**src/sv/ssi_pkg.sv**
```systemverilog
// shared types and default constants for the segment intersection block
// no dependencies
`timescale 1ns / 1ps

package ssi_pkg;

    localparam int COORD_BITS_DEF    = 16;
    localparam int FRACTION_BITS_DEF = 16;

    typedef struct packed {
        logic valid;
        logic hit;
    } t_ctl;

endpackage

```
**src/sv/ssi_div_cell.sv**
```systemverilog
// one restoring division step for both parameters, registered
// cells chain into a quotient pipeline; uses ssi_pkg
`timescale 1ns / 1ps

module ssi_div_cell #(
    parameter int MW = 2 * (ssi_pkg::COORD_BITS_DEF + 1) + 1,
    parameter int QW = ssi_pkg::FRACTION_BITS_DEF + 2
) (
    input  logic          i_clk,
    input  logic          i_rst_n,
    input  ssi_pkg::t_ctl i_ctl,
    output logic          o_ready,
    input  logic [MW-1:0] i_d,
    input  logic [MW:0]   i_rem1,
    input  logic [MW:0]   i_rem2,
    input  logic [QW-1:0] i_q1,
    input  logic [QW-1:0] i_q2,
    input  logic          i_ready,
    output ssi_pkg::t_ctl o_ctl,
    output logic [MW-1:0] o_d,
    output logic [MW:0]   o_rem1,
    output logic [MW:0]   o_rem2,
    output logic [QW-1:0] o_q1,
    output logic [QW-1:0] o_q2
);

    logic          r_valid;
    logic          r_hit;
    logic [MW-1:0] r_d;
    logic [MW:0]   r_rem1, r_rem2, n_rem1, n_rem2;
    logic [QW-1:0] r_q1, r_q2, n_q1, n_q2;
    logic [MW:0]   dx, left1, left2;
    logic          t1, t2;

    assign o_ready = !r_valid || i_ready;

    always_comb begin
        dx     = {1'b0, i_d};
        t1     = (i_rem1 >= dx);
        t2     = (i_rem2 >= dx);
        left1  = t1 ? (i_rem1 - dx) : i_rem1;
        left2  = t2 ? (i_rem2 - dx) : i_rem2;
        n_rem1 = {left1[MW-1:0], 1'b0};
        n_rem2 = {left2[MW-1:0], 1'b0};
        n_q1   = {i_q1[QW-2:0], t1};
        n_q2   = {i_q2[QW-2:0], t2};
    end

    always_ff @(posedge i_clk) begin
        if (!i_rst_n) begin
            r_valid <= 1'b0;
        end else if (o_ready) begin
            r_valid <= i_ctl.valid;
        end
    end

    always_ff @(posedge i_clk) begin
        if (o_ready) begin
            r_hit  <= i_ctl.hit;
            r_d    <= i_d;
            r_rem1 <= n_rem1;
            r_rem2 <= n_rem2;
            r_q1   <= n_q1;
            r_q2   <= n_q2;
        end
    end

    always_comb begin
        o_ctl.valid = r_valid;
        o_ctl.hit   = r_hit;
    end

    assign o_d    = r_d;
    assign o_rem1 = r_rem1;
    assign o_rem2 = r_rem2;
    assign o_q1   = r_q1;
    assign o_q2   = r_q2;

endmodule

```
**config.mk**
```make
export PLATFORM = sky130hd
export DESIGN_NAME = ssi_div_cell
export DESIGN_NICKNAME = d
export VERILOG_FILES = /design/src/sv/ssi_pkg.sv /design/src/sv/ssi_div_cell.sv
export SDC_FILE = /design/constraint.sdc
export NUM_CORES = 1
export LEC_CHECK = 0
export BUFFER_PORTS_ARGS = -buffer_cell sky130_fd_sc_hd__buf_4
export CAP_MARGIN = 0
export CORE_MARGIN = 2
export CORE_UTILIZATION = 56
export DETAILED_ROUTE_END_ITERATION = 16
export PLACE_DENSITY_LB_ADDON = 0.05
export SYNTH_ARGS = -nofsm -noshare
export SYNTH_HDL_FRONTEND = slang
export SYNTH_SLANG_ARGS = --single-unit
```
**constraint.sdc**
```tcl
create_clock -name i_clk -period 15 [get_ports i_clk]
set_clock_uncertainty 0.2 [all_clocks]
set_input_delay 1.5 -clock i_clk [delete_from_list [all_inputs] [get_ports i_clk]]
set_output_delay 1.5 -clock i_clk [all_outputs]
set_load 0.005 [all_outputs]
```
==> results of run 1 <==
-- layout make-up --
type | count | share of cell area, %
multi-input combinational | 606 | 37.1
sequential | 143 | 35.8
clock inverter | 15 | 1.24
inverter | 56 | 1.76
tap | 216 | 2.26
timing repair buffer | 292 | 18.3
clock buffer | 17 | 3.55
-- layout by cell type, fill, tap and decap left out, types with 27 or more instances in the layout --
cell type	netlist	final
buf_4	6	292
edfxtp_1	142	142
nand2_1	78	78
a21oi_1	74	74
ha_1	70	70
o21ai_0	64	64
inv_1	55	55
xnor2_1	33	33
nor2_1	28	27
-- cell usage after synthesis, types with 4 or more instances --
master,count
edfxtp_1,142
nand2_1,78
a21oi_1,74
ha_1,70
o21ai_0,64
inv_1,55
xnor2_1,33
nor2_1,28
mux2_4,26
xor2_1,26
a21o_1,25
nand3_1,21
a31oi_1,17
clkbuf_1,16
mux2_2,13
nand4_1,11
nor2b_1,9
nor3_1,9
o21bai_1,9
o211ai_1,8
o21a_1,8
and2_1,7
buf_2,6
buf_4,6
nand2b_1,6
o31ai_1,4
-- registers in the layout, indices dropped and copies added (netlist names) --
register  count
r_hit         1
o_rem2       35
o_rem1       35
o_q2         18
o_d          35
r_valid       1
o_q1         18
-- stage by stage --
step	hold WS [ps]	utilization (%)	total power (W)	setup WS [ps]
floorplan	1400	-	0.000737	8330
global placement	801	71.7	0.000890	9800
detailed placement	820	71.7	0.000896	9760
CTS	823	75.3	0.00131	10200
global route	896	75.3	0.00136	9970
finish	810	75.3	0.00130	10140
-- power by group through the flow --
| stage | clock network, W | registers, W | logic [W] |
|---|---|---|---|
| 2_1_floorplan | 0 | 0.000540 | 0.000198 |
| 3_3_place_gp | 0 | 0.000529 | 0.000361 |
| 3_5_place_dp | 0 | 0.000530 | 0.000366 |
| 4_1_cts | 0.000418 | 0.000523 | 0.000369 |
| 5_1_grt | 0.000431 | 0.000528 | 0.000400 |
| 6_report | 0.000413 | 0.000523 | 0.000369 |
-- layer usage --
layer | vias up | wire length, um | part of all wire [%]
met2 | 291 | 12000 | 50
met3 | 34 | 1670 | 6.9
met1 | 3480 | 9970 | 41
met5 | - | 0 | 0
li1 | 3671 | - | -
met4 | 0 | 596 | 2.5
-- logic make-up (layout without fill, tap and decap cells) --
kind of cell,after synthesis,in the layout,share of synthesized area [%]
other,1,2,0.0411
and+or+nand+nor,189,189,9.94
buffers and inverters,90,380,4.65
xor gates and xnor gates,59,59,5.66
DFF,143,143,46.9
AOI/OAI and AO/OA,245,245,16.8
muxes,39,39,5.88
adders and majority gates,72,72,10.0
-- worst max-delay path: cells and delay by family --
kind,cells,cell delay (ps)
compound gates,4,1220
fa+ha+maj,1,380
buf+inv,3,570
mux,1,380
simple gates,3,770
-- path summary, 6_finish.rpt --
kind | from | end | cells after the start
worst max-delay path | i_d[2] | o_rem2[8] | 12
worst max register to register | r_valid | o_d[13] | 2
worst min-delay path | r_valid | r_valid | 2
worst min register to register | r_valid | r_valid | 2
==> impl_metrics.prom, run 1 <==
# TYPE chip_impl_metric gauge
chip_impl_metric{name="fillers",unit=""} 1182
chip_impl_metric{name="cts_setup_buffers",unit=""} 0
chip_impl_metric{name="row_count",unit=""} 46
chip_impl_metric{name="place.detailed.hpwl",unit="um"} 18800
chip_impl_metric{name="placedCellCount",unit=""} 1313
chip_impl_metric{name="gr-usage-all-layers",unit="%"} 27.2
chip_impl_metric{name="syn_area_per_cell",unit="um^2"} 10.9
chip_impl_metric{name="setup.reg_to_reg.worst_slack",unit="ps"} 12820
chip_impl_metric{name="largest_stage_delay_on_the_critical_path",unit="ps"} 420
chip_impl_info{name="tritoncts_clock_tree",value="built"} 1
chip_impl_info{name="run_status",value="complete, no violations"} 1
chip_impl_metric{name="total_leakage_power",unit="nW"} 5.35
chip_impl_metric{name="clockBufferDepth",unit=""} 2
chip_impl_metric{name="proportion_of_layout_cells_with_a_drive_suffix_above_1",unit="%"} 33.7
chip_impl_metric{name="cts-buffers-inserted",unit=""} 17
chip_impl_metric{name="antenna_found_initial",unit=""} 0
chip_impl_info{name="synth_flop_cell",value="edfxtp_1"} 1
chip_impl_metric{name="grt_max_degree",unit=""} 69
chip_impl_metric{name="timing.fmax",unit="MHz"} 206
chip_impl_metric{name="syn_area",unit="um^2"} 9130
chip_impl_metric{name="finalWorstPathRequiredPeriod",unit="ps"} 4860
chip_impl_info{name="timing.setup.critical_path_class",value="in -> reg"} 1
chip_impl_metric{name="fraction_of_met2_tracks_used_by_global_routing",unit="%"} 47.8
chip_impl_metric{name="wl_per_cell",unit="um"} 18.0
chip_impl_metric{name="power.share.switching",unit="%"} 28.6
chip_impl_metric{name="final_number_of_max_transition_violations",unit=""} 0
chip_impl_metric{name="area_of_all_sequential_standard_cells",unit="um^2"} 4280
chip_impl_metric{name="antenna_left",unit=""} 0
chip_impl_metric{name="final_cell_area",unit="um^2"} 12000
chip_impl_metric{name="initial_core_util",unit="%"} 57.5
chip_impl_metric{name="cp_max_fo",unit=""} 34
chip_impl_metric{name="ys_warn_count",unit=""} 0
chip_impl_metric{name="synthesis.instances",unit=""} 838
chip_impl_metric{name="synth_enable_flop_cells",unit=""} 142
chip_impl_metric{name="number_of_global_route_vias_before_repair",unit=""} 7110
chip_impl_info{name="critPathSlowestCell",value="nor2_4"} 1
chip_impl_metric{name="power_frac_clock",unit="%"} 31.7
chip_impl_metric{name="vias",unit=""} 7476
chip_impl_info{name="synthDominantAreaCellType",value="edfxtp_1"} 1
chip_impl_metric{name="intPower",unit="W"} 0.000931
chip_impl_metric{name="max-vdd-ir-drop",unit="mV"} 0.0774
chip_impl_metric{name="seq_power_share",unit="%"} 40.1
chip_impl_metric{name="setup_tns_final",unit="ps"} 0
chip_impl_metric{name="synth_top_cell_area_share",unit="%"} 46.7
chip_impl_metric{name="netlist-cell-type-count",unit=""} 69
chip_impl_metric{name="clock_latency",unit="ps"} 420
chip_impl_metric{name="clkTransAtPathRegs",unit="ps"} 60
chip_impl_metric{name="grtUsageMet3",unit="%"} 6.06
chip_impl_info{name="type_of_element_capturing_the_critical_path",value="flip-flop"} 1
chip_impl_info{name="grt_setup_unrepaired",value="false"} 1
chip_impl_metric{name="slew_headroom",unit="%"} 39.7
chip_impl_metric{name="floorplan.core_area",unit="um^2"} 15900
chip_impl_info{name="top_usage_layer",value="met2"} 1
chip_impl_metric{name="die_w",unit="um"} 132
chip_impl_info{name="min-delay-path-class",value="reg -> reg"} 1
chip_impl_metric{name="io_buffer_count",unit=""} 289
chip_impl_metric{name="placed_area",unit="um^2"} 11400
chip_impl_metric{name="final_stage_net_count",unit=""} 1336
chip_impl_metric{name="met1_track_usage_gr",unit="%"} 33.0
chip_impl_metric{name="routabilityCongestion",unit=""} 0.909
chip_impl_metric{name="global_route_wire_length_before_repair",unit="um"} 37000
chip_impl_info{name="critical_path.startpoint_type",value="input port"} 1
chip_impl_metric{name="floorplan.io_pins",unit=""} 294
chip_impl_metric{name="multi_input_area",unit="um^2"} 4440
chip_impl_metric{name="post_drt_via_cell_ratio",unit=""} 5.56
chip_impl_metric{name="worstPathRequired",unit="ps"} 14970
chip_impl_metric{name="synth-seq-area-share",unit="%"} 46.9
chip_impl_metric{name="power_per_cell_area",unit="nW/um^2"} 109
chip_impl_metric{name="dieHeight",unit="um"} 132
chip_impl_metric{name="report.final.setup_viol",unit=""} 0
chip_impl_metric{name="cap_viol_max_count",unit=""} 0
chip_impl_metric{name="postSynth.asyncResetShare",unit="%"} 0
chip_impl_metric{name="gr-total-overflow",unit=""} 0
chip_impl_metric{name="final_hold_viol_count",unit=""} 0
chip_impl_metric{name="hold_buffers",unit=""} 0
chip_impl_metric{name="drt-total-wl",unit="um"} 24300
chip_impl_metric{name="post_synthesis_to_final_layout_area_growth",unit="%"} 31.1
chip_impl_metric{name="timing_worst_slew_pin_value",unit="ps"} 894
chip_impl_metric{name="drt_drc_violations_left",unit=""} 0
chip_impl_metric{name="antenna_cells_inserted",unit=""} 0
chip_impl_metric{name="synth_seq_cells",unit=""} 143
chip_impl_metric{name="total_die_area",unit="um^2"} 17300
chip_impl_metric{name="detail_route.first_pass.iterations",unit=""} 5
chip_impl_metric{name="p_switching",unit="W"} 0.000373
chip_impl_metric{name="numClockSinks",unit=""} 143
chip_impl_metric{name="timing.final.crit_share",unit="%"} 32.4
chip_impl_metric{name="cp.arrival",unit="ps"} 4840
chip_impl_info{name="critical_path_cell_list",value="buf_4, inv_1, ha_1, nor2b_1, o31a_1, o31ai_1, nand3_1, a31oi_1, a31oi_1, nor2_4, buf_4, mux2_2"} 1
chip_impl_metric{name="comb_power_share",unit="%"} 28.3
chip_impl_metric{name="finalNonFillerCells",unit=""} 1345
chip_impl_info{name="yosys-top-cells-area",value="edfxtp_1, ha_1, mux2_4"} 1
chip_impl_metric{name="cts_h_tree_depth",unit=""} 4
chip_impl_metric{name="initial_detailed_routing_violation_count",unit=""} 501
chip_impl_info{name="clock_tree.root_cell",value="clkbuf_16"} 1
chip_impl_metric{name="cts_resized",unit=""} 0
No activity file was read; power rests on OpenSTA's default activity.
==> run 2: changes to the inputs <==
--- a/config.mk
+++ b/config.mk
@@ -5,10 +5,11 @@
 export SDC_FILE = /design/constraint.sdc
 export NUM_CORES = 1
 export LEC_CHECK = 0
+export ABC_AREA = 1
 export BUFFER_PORTS_ARGS = -buffer_cell sky130_fd_sc_hd__buf_4
 export CAP_MARGIN = 0
 export CORE_MARGIN = 2
-export CORE_UTILIZATION = 56
+export CORE_UTILIZATION = 54
 export DETAILED_ROUTE_END_ITERATION = 16
 export PLACE_DENSITY_LB_ADDON = 0.05
 export SYNTH_ARGS = -nofsm -noshare
==> constraint.sdc (replaced) <==
create_clock -name i_clk -period 4.7 [get_ports i_clk]
set_clock_uncertainty 0.2 [all_clocks]
set_input_delay 0.47 -clock i_clk [delete_from_list [all_inputs] [get_ports i_clk]]
set_output_delay 0.47 -clock i_clk [all_outputs]
set_load 0.005 [all_outputs]
==> run 2 against run 1 <==
  * Die area is 20% higher
  * Critical path depth is 3 higher
  * Register-to-register slack lost 9900 ps
  * Sequential share of layout area decreased by 4.3 points
  * Synthesized cell count up 74%
  * Design area rose by 14%
  * Worst hold slack worse by 790 ps
  * Routed wire length up 33%
  * Core utilization down 5.2 points
  * Setup slack worse by 8300 ps
  * Largest cell class unchanged
==> impl_metrics.prom, run 2 <==
# TYPE chip_impl_metric gauge
chip_impl_info{name="timing.setup.critical_path_class",value="in -> reg"} 1
chip_impl_metric{name="antenna_cells_inserted",unit=""} 0
chip_impl_metric{name="drt-total-wl",unit="um"} 32200
chip_impl_metric{name="final_stage_net_count",unit=""} 1974
chip_impl_metric{name="cts_resized",unit=""} 0
chip_impl_metric{name="finalNonFillerCells",unit=""} 2032
chip_impl_metric{name="final_hold_viol_count",unit=""} 0
chip_impl_metric{name="hold_buffers",unit=""} 0
chip_impl_metric{name="row_count",unit=""} 51
chip_impl_metric{name="fillers",unit=""} 1723
chip_impl_metric{name="die_w",unit="um"} 144
chip_impl_info{name="synth_flop_cell",value="edfxtp_1"} 1
chip_impl_metric{name="timing.fmax",unit="MHz"} 345
chip_impl_metric{name="power.share.switching",unit="%"} 30.9
chip_impl_metric{name="final_cell_area",unit="um^2"} 13600
chip_impl_metric{name="comb_power_share",unit="%"} 29.8
chip_impl_metric{name="intPower",unit="W"} 0.00296
chip_impl_metric{name="antenna_found_initial",unit=""} 0
chip_impl_metric{name="wl_per_cell",unit="um"} 15.8
chip_impl_metric{name="cts-buffers-inserted",unit=""} 17
chip_impl_info{name="critical_path_cell_list",value="buf_4, ha_1, fa_1, nor2_2, nor2_2, inv_2, nand2_1, nand3_2, nand2_1, nand2_1, nand2_1, nand2_2, buf_4, nand3_1, nand2_1"} 1
chip_impl_metric{name="drt_drc_violations_left",unit=""} 0
chip_impl_info{name="run_status",value="complete, no violations"} 1
chip_impl_metric{name="detail_route.first_pass.iterations",unit=""} 6
chip_impl_metric{name="synth-seq-area-share",unit="%"} 40.3
chip_impl_metric{name="initial_detailed_routing_violation_count",unit=""} 783
chip_impl_metric{name="io_buffer_count",unit=""} 289
chip_impl_metric{name="report.final.setup_viol",unit=""} 0
chip_impl_metric{name="timing_worst_slew_pin_value",unit="ps"} 699
chip_impl_metric{name="cts_setup_buffers",unit=""} 0
chip_impl_metric{name="cap_viol_max_count",unit=""} 0
chip_impl_metric{name="numClockSinks",unit=""} 143
chip_impl_metric{name="clkTransAtPathRegs",unit="ps"} 60
chip_impl_metric{name="vias",unit=""} 10300
chip_impl_metric{name="synth_enable_flop_cells",unit=""} 142
chip_impl_metric{name="finalPower",unit="W"} 0.00428
chip_impl_info{name="grt_setup_unrepaired",value="false"} 1
chip_impl_metric{name="multi_input_area",unit="um^2"} 5250
chip_impl_metric{name="post-route-util",unit="%"} 70.2
chip_impl_metric{name="initial_core_util",unit="%"} 54.8
chip_impl_metric{name="floorplan.core_area",unit="um^2"} 19400
chip_impl_info{name="tritoncts_clock_tree",value="built"} 1
chip_impl_metric{name="global_route_wire_length_before_repair",unit="um"} 48400
chip_impl_metric{name="syn_area",unit="um^2"} 10600
chip_impl_info{name="worst_path_most_repeated_cell",value="nand2_1"} 1
chip_impl_metric{name="final_number_of_max_transition_violations",unit=""} 0
chip_impl_info{name="synth_most_common_cell",value="nand2_1"} 1
chip_impl_info{name="yosys-top-cells-area",value="edfxtp_1, nand2_1, inv_1"} 1
chip_impl_metric{name="total_die_area",unit="um^2"} 20800
chip_impl_metric{name="clockBufferDepth",unit=""} 2
chip_impl_metric{name="area_of_all_sequential_standard_cells",unit="um^2"} 4280
chip_impl_metric{name="largest_stage_delay_on_the_critical_path",unit="ps"} 530
chip_impl_metric{name="timing.final.crit_share",unit="%"} 61.7
chip_impl_metric{name="power_frac_clock",unit="%"} 31.5
chip_impl_info{name="critical_path.startpoint_type",value="input port"} 1
chip_impl_metric{name="placedCellCount",unit=""} 2000
chip_impl_info{name="critPathSlowestCell",value="fa_1"} 1
chip_impl_metric{name="synth_seq_cells",unit=""} 143
chip_impl_metric{name="syn_area_per_cell",unit="um^2"} 7.30
chip_impl_metric{name="placed_area",unit="um^2"} 13000
chip_impl_metric{name="place.detailed.hpwl",unit="um"} 26100
chip_impl_metric{name="finalWorstPathRequiredPeriod",unit="ps"} 2900
chip_impl_metric{name="post_drt_via_cell_ratio",unit=""} 5.09
chip_impl_metric{name="gr-usage-all-layers",unit="%"} 30.6
chip_impl_metric{name="floorplan.io_pins",unit=""} 294
chip_impl_info{name="synthDominantAreaCellType",value="edfxtp_1"} 1
chip_impl_metric{name="number_of_global_route_vias_before_repair",unit=""} 9615
chip_impl_metric{name="fraction_of_met2_tracks_used_by_global_routing",unit="%"} 52.8
chip_impl_info{name="type_of_element_capturing_the_critical_path",value="flip-flop"} 1
chip_impl_metric{name="power_per_cell_area",unit="nW/um^2"} 314
chip_impl_metric{name="gr-total-overflow",unit=""} 0
chip_impl_metric{name="clock_latency",unit="ps"} 420
chip_impl_metric{name="grtUsageMet3",unit="%"} 3.77
chip_impl_info{name="top_usage_layer",value="met2"} 1
chip_impl_info{name="layout_common_cells",value="nand2_1, buf_4, inv_1"} 1
chip_impl_metric{name="total_leakage_power",unit="nW"} 7.34
chip_impl_metric{name="synth_top_cell_area_share",unit="%"} 40.1
chip_impl_metric{name="ys_warn_count",unit=""} 0
chip_impl_metric{name="synthesis.instances",unit=""} 1458
chip_impl_metric{name="cp_max_fo",unit=""} 38
chip_impl_metric{name="netlist-cell-type-count",unit=""} 27
chip_impl_metric{name="antenna_left",unit=""} 0
chip_impl_metric{name="proportion_of_layout_cells_with_a_drive_suffix_above_1",unit="%"} 21.3
chip_impl_metric{name="post_synthesis_to_final_layout_area_growth",unit="%"} 28.0
chip_impl_info{name="synth.cells.most_frequent",value="nand2_1, inv_1, edfxtp_1"} 1
chip_impl_info{name="min-delay-path-class",value="in -> reg"} 1
chip_impl_metric{name="slew_headroom",unit="%"} 53.4
chip_impl_metric{name="setup_tns_final",unit="ps"} 0
chip_impl_metric{name="cts_h_tree_depth",unit=""} 4
chip_impl_metric{name="postSynth.asyncResetShare",unit="%"} 0
chip_impl_metric{name="p_switching",unit="W"} 0.00132
chip_impl_metric{name="max-vdd-ir-drop",unit="mV"} 0.260
chip_impl_metric{name="cp.arrival",unit="ps"} 2970
chip_impl_metric{name="routabilityCongestion",unit=""} 0.965
chip_impl_metric{name="dieHeight",unit="um"} 144
chip_impl_metric{name="met1_track_usage_gr",unit="%"} 39.8
chip_impl_info{name="clock_tree.root_cell",value="clkbuf_16"} 1
chip_impl_metric{name="seq_power_share",unit="%"} 38.7
chip_impl_metric{name="worstPathRequired",unit="ps"} 4770
chip_impl_info{name="final_common_cell",value="nand2_1"} 1
chip_impl_metric{name="grt_max_degree",unit=""} 61
==> run 2: cell types whose count changed after synthesis, sizes merged, moves of 25 or more <==
| cell | before | now |
|---|---|---|
| inv | 56 | 254 |
| mux2 | 39 | 0 |
| nor2 | 28 | 118 |
| o21ai | 68 | 28 |
| nand3 | 21 | 75 |
| a21o | 25 | 0 |
| nand2 | 79 | 604 |
| xnor2 | 33 | 6 |
==> run 2: worst max-delay path, delay by kind of cell <==
family / cells / cell delay (ps)
adder cells (fa/ha/maj): 2 / 750
AND/OR/NAND/NOR: 10 / 1140
buffers and inverters: 3 / 590
==> run 2: area by class of cell <==
cell class / count / share of cell area (%)
Clock buffer: 20 / 3.28
Clock inverter: 12 / 0.992
Inverter: 254 / 7.00
Multi-Input combinational cell: 1044 / 38.5
Sequential cell: 143 / 31.5
Tap cell: 265 / 2.44
Timing Repair Buffer: 294 / 16.3
==> run 2: path summary, 6_finish.rpt <==
check | to | cells after the start | slack [ps] | startpoint
min reg2reg | o_q1[14] | 1 | 900 | r_valid
max | o_rem1[20] | 15 | 1800 | i_d[0]
min | o_q1[2] | 1 | 20 | i_q1[1]
max reg2reg | o_rem2[14] | 2 | 2890 | r_valid
==> run 2: through the flow <==
step	hold slack, ps	worst slack [ps]
global route	12.0	1710
CTS	13.4	1900
global placement	448	1540
detailed placement	449	1470
floorplan	369	373
finish	16.2	1800
==> run 2: kinds of logic (layout without fill, tap and decap cells) <==
family,Yosys count,in the layout,share of synthesized area [%]
AND/OR/NAND/NOR,837,837,32.8
buffers and inverters,272,580,10.5
flip-flops,143,143,40.3
AO/OA/AOI/OAI,97,97,4.80
adder cells (fa/ha/maj),72,72,8.61
XOR/XNOR,36,36,2.96
other,1,2,0.0352
==> run 2: power groups by stage <==
stage	logic (W)	registers (W)	clock network, W
global route	0.00141	0.00167	0.00141
CTS	0.00127	0.00166	0.00136
floorplan	0.000684	0.00171	0
global placement	0.00124	0.00168	0
finish	0.00127	0.00165	0.00135
detailed placement	0.00126	0.00168	0
==> run 2: routing by layer <==
metal	routed length [um]	up-vias	part of all wire (%)
li1	-	5197	-
met1	13400	4667	42
met2	15500	421	48
met3	2380	62	7.4
met4	892	0	2.8
met5	0	-	0
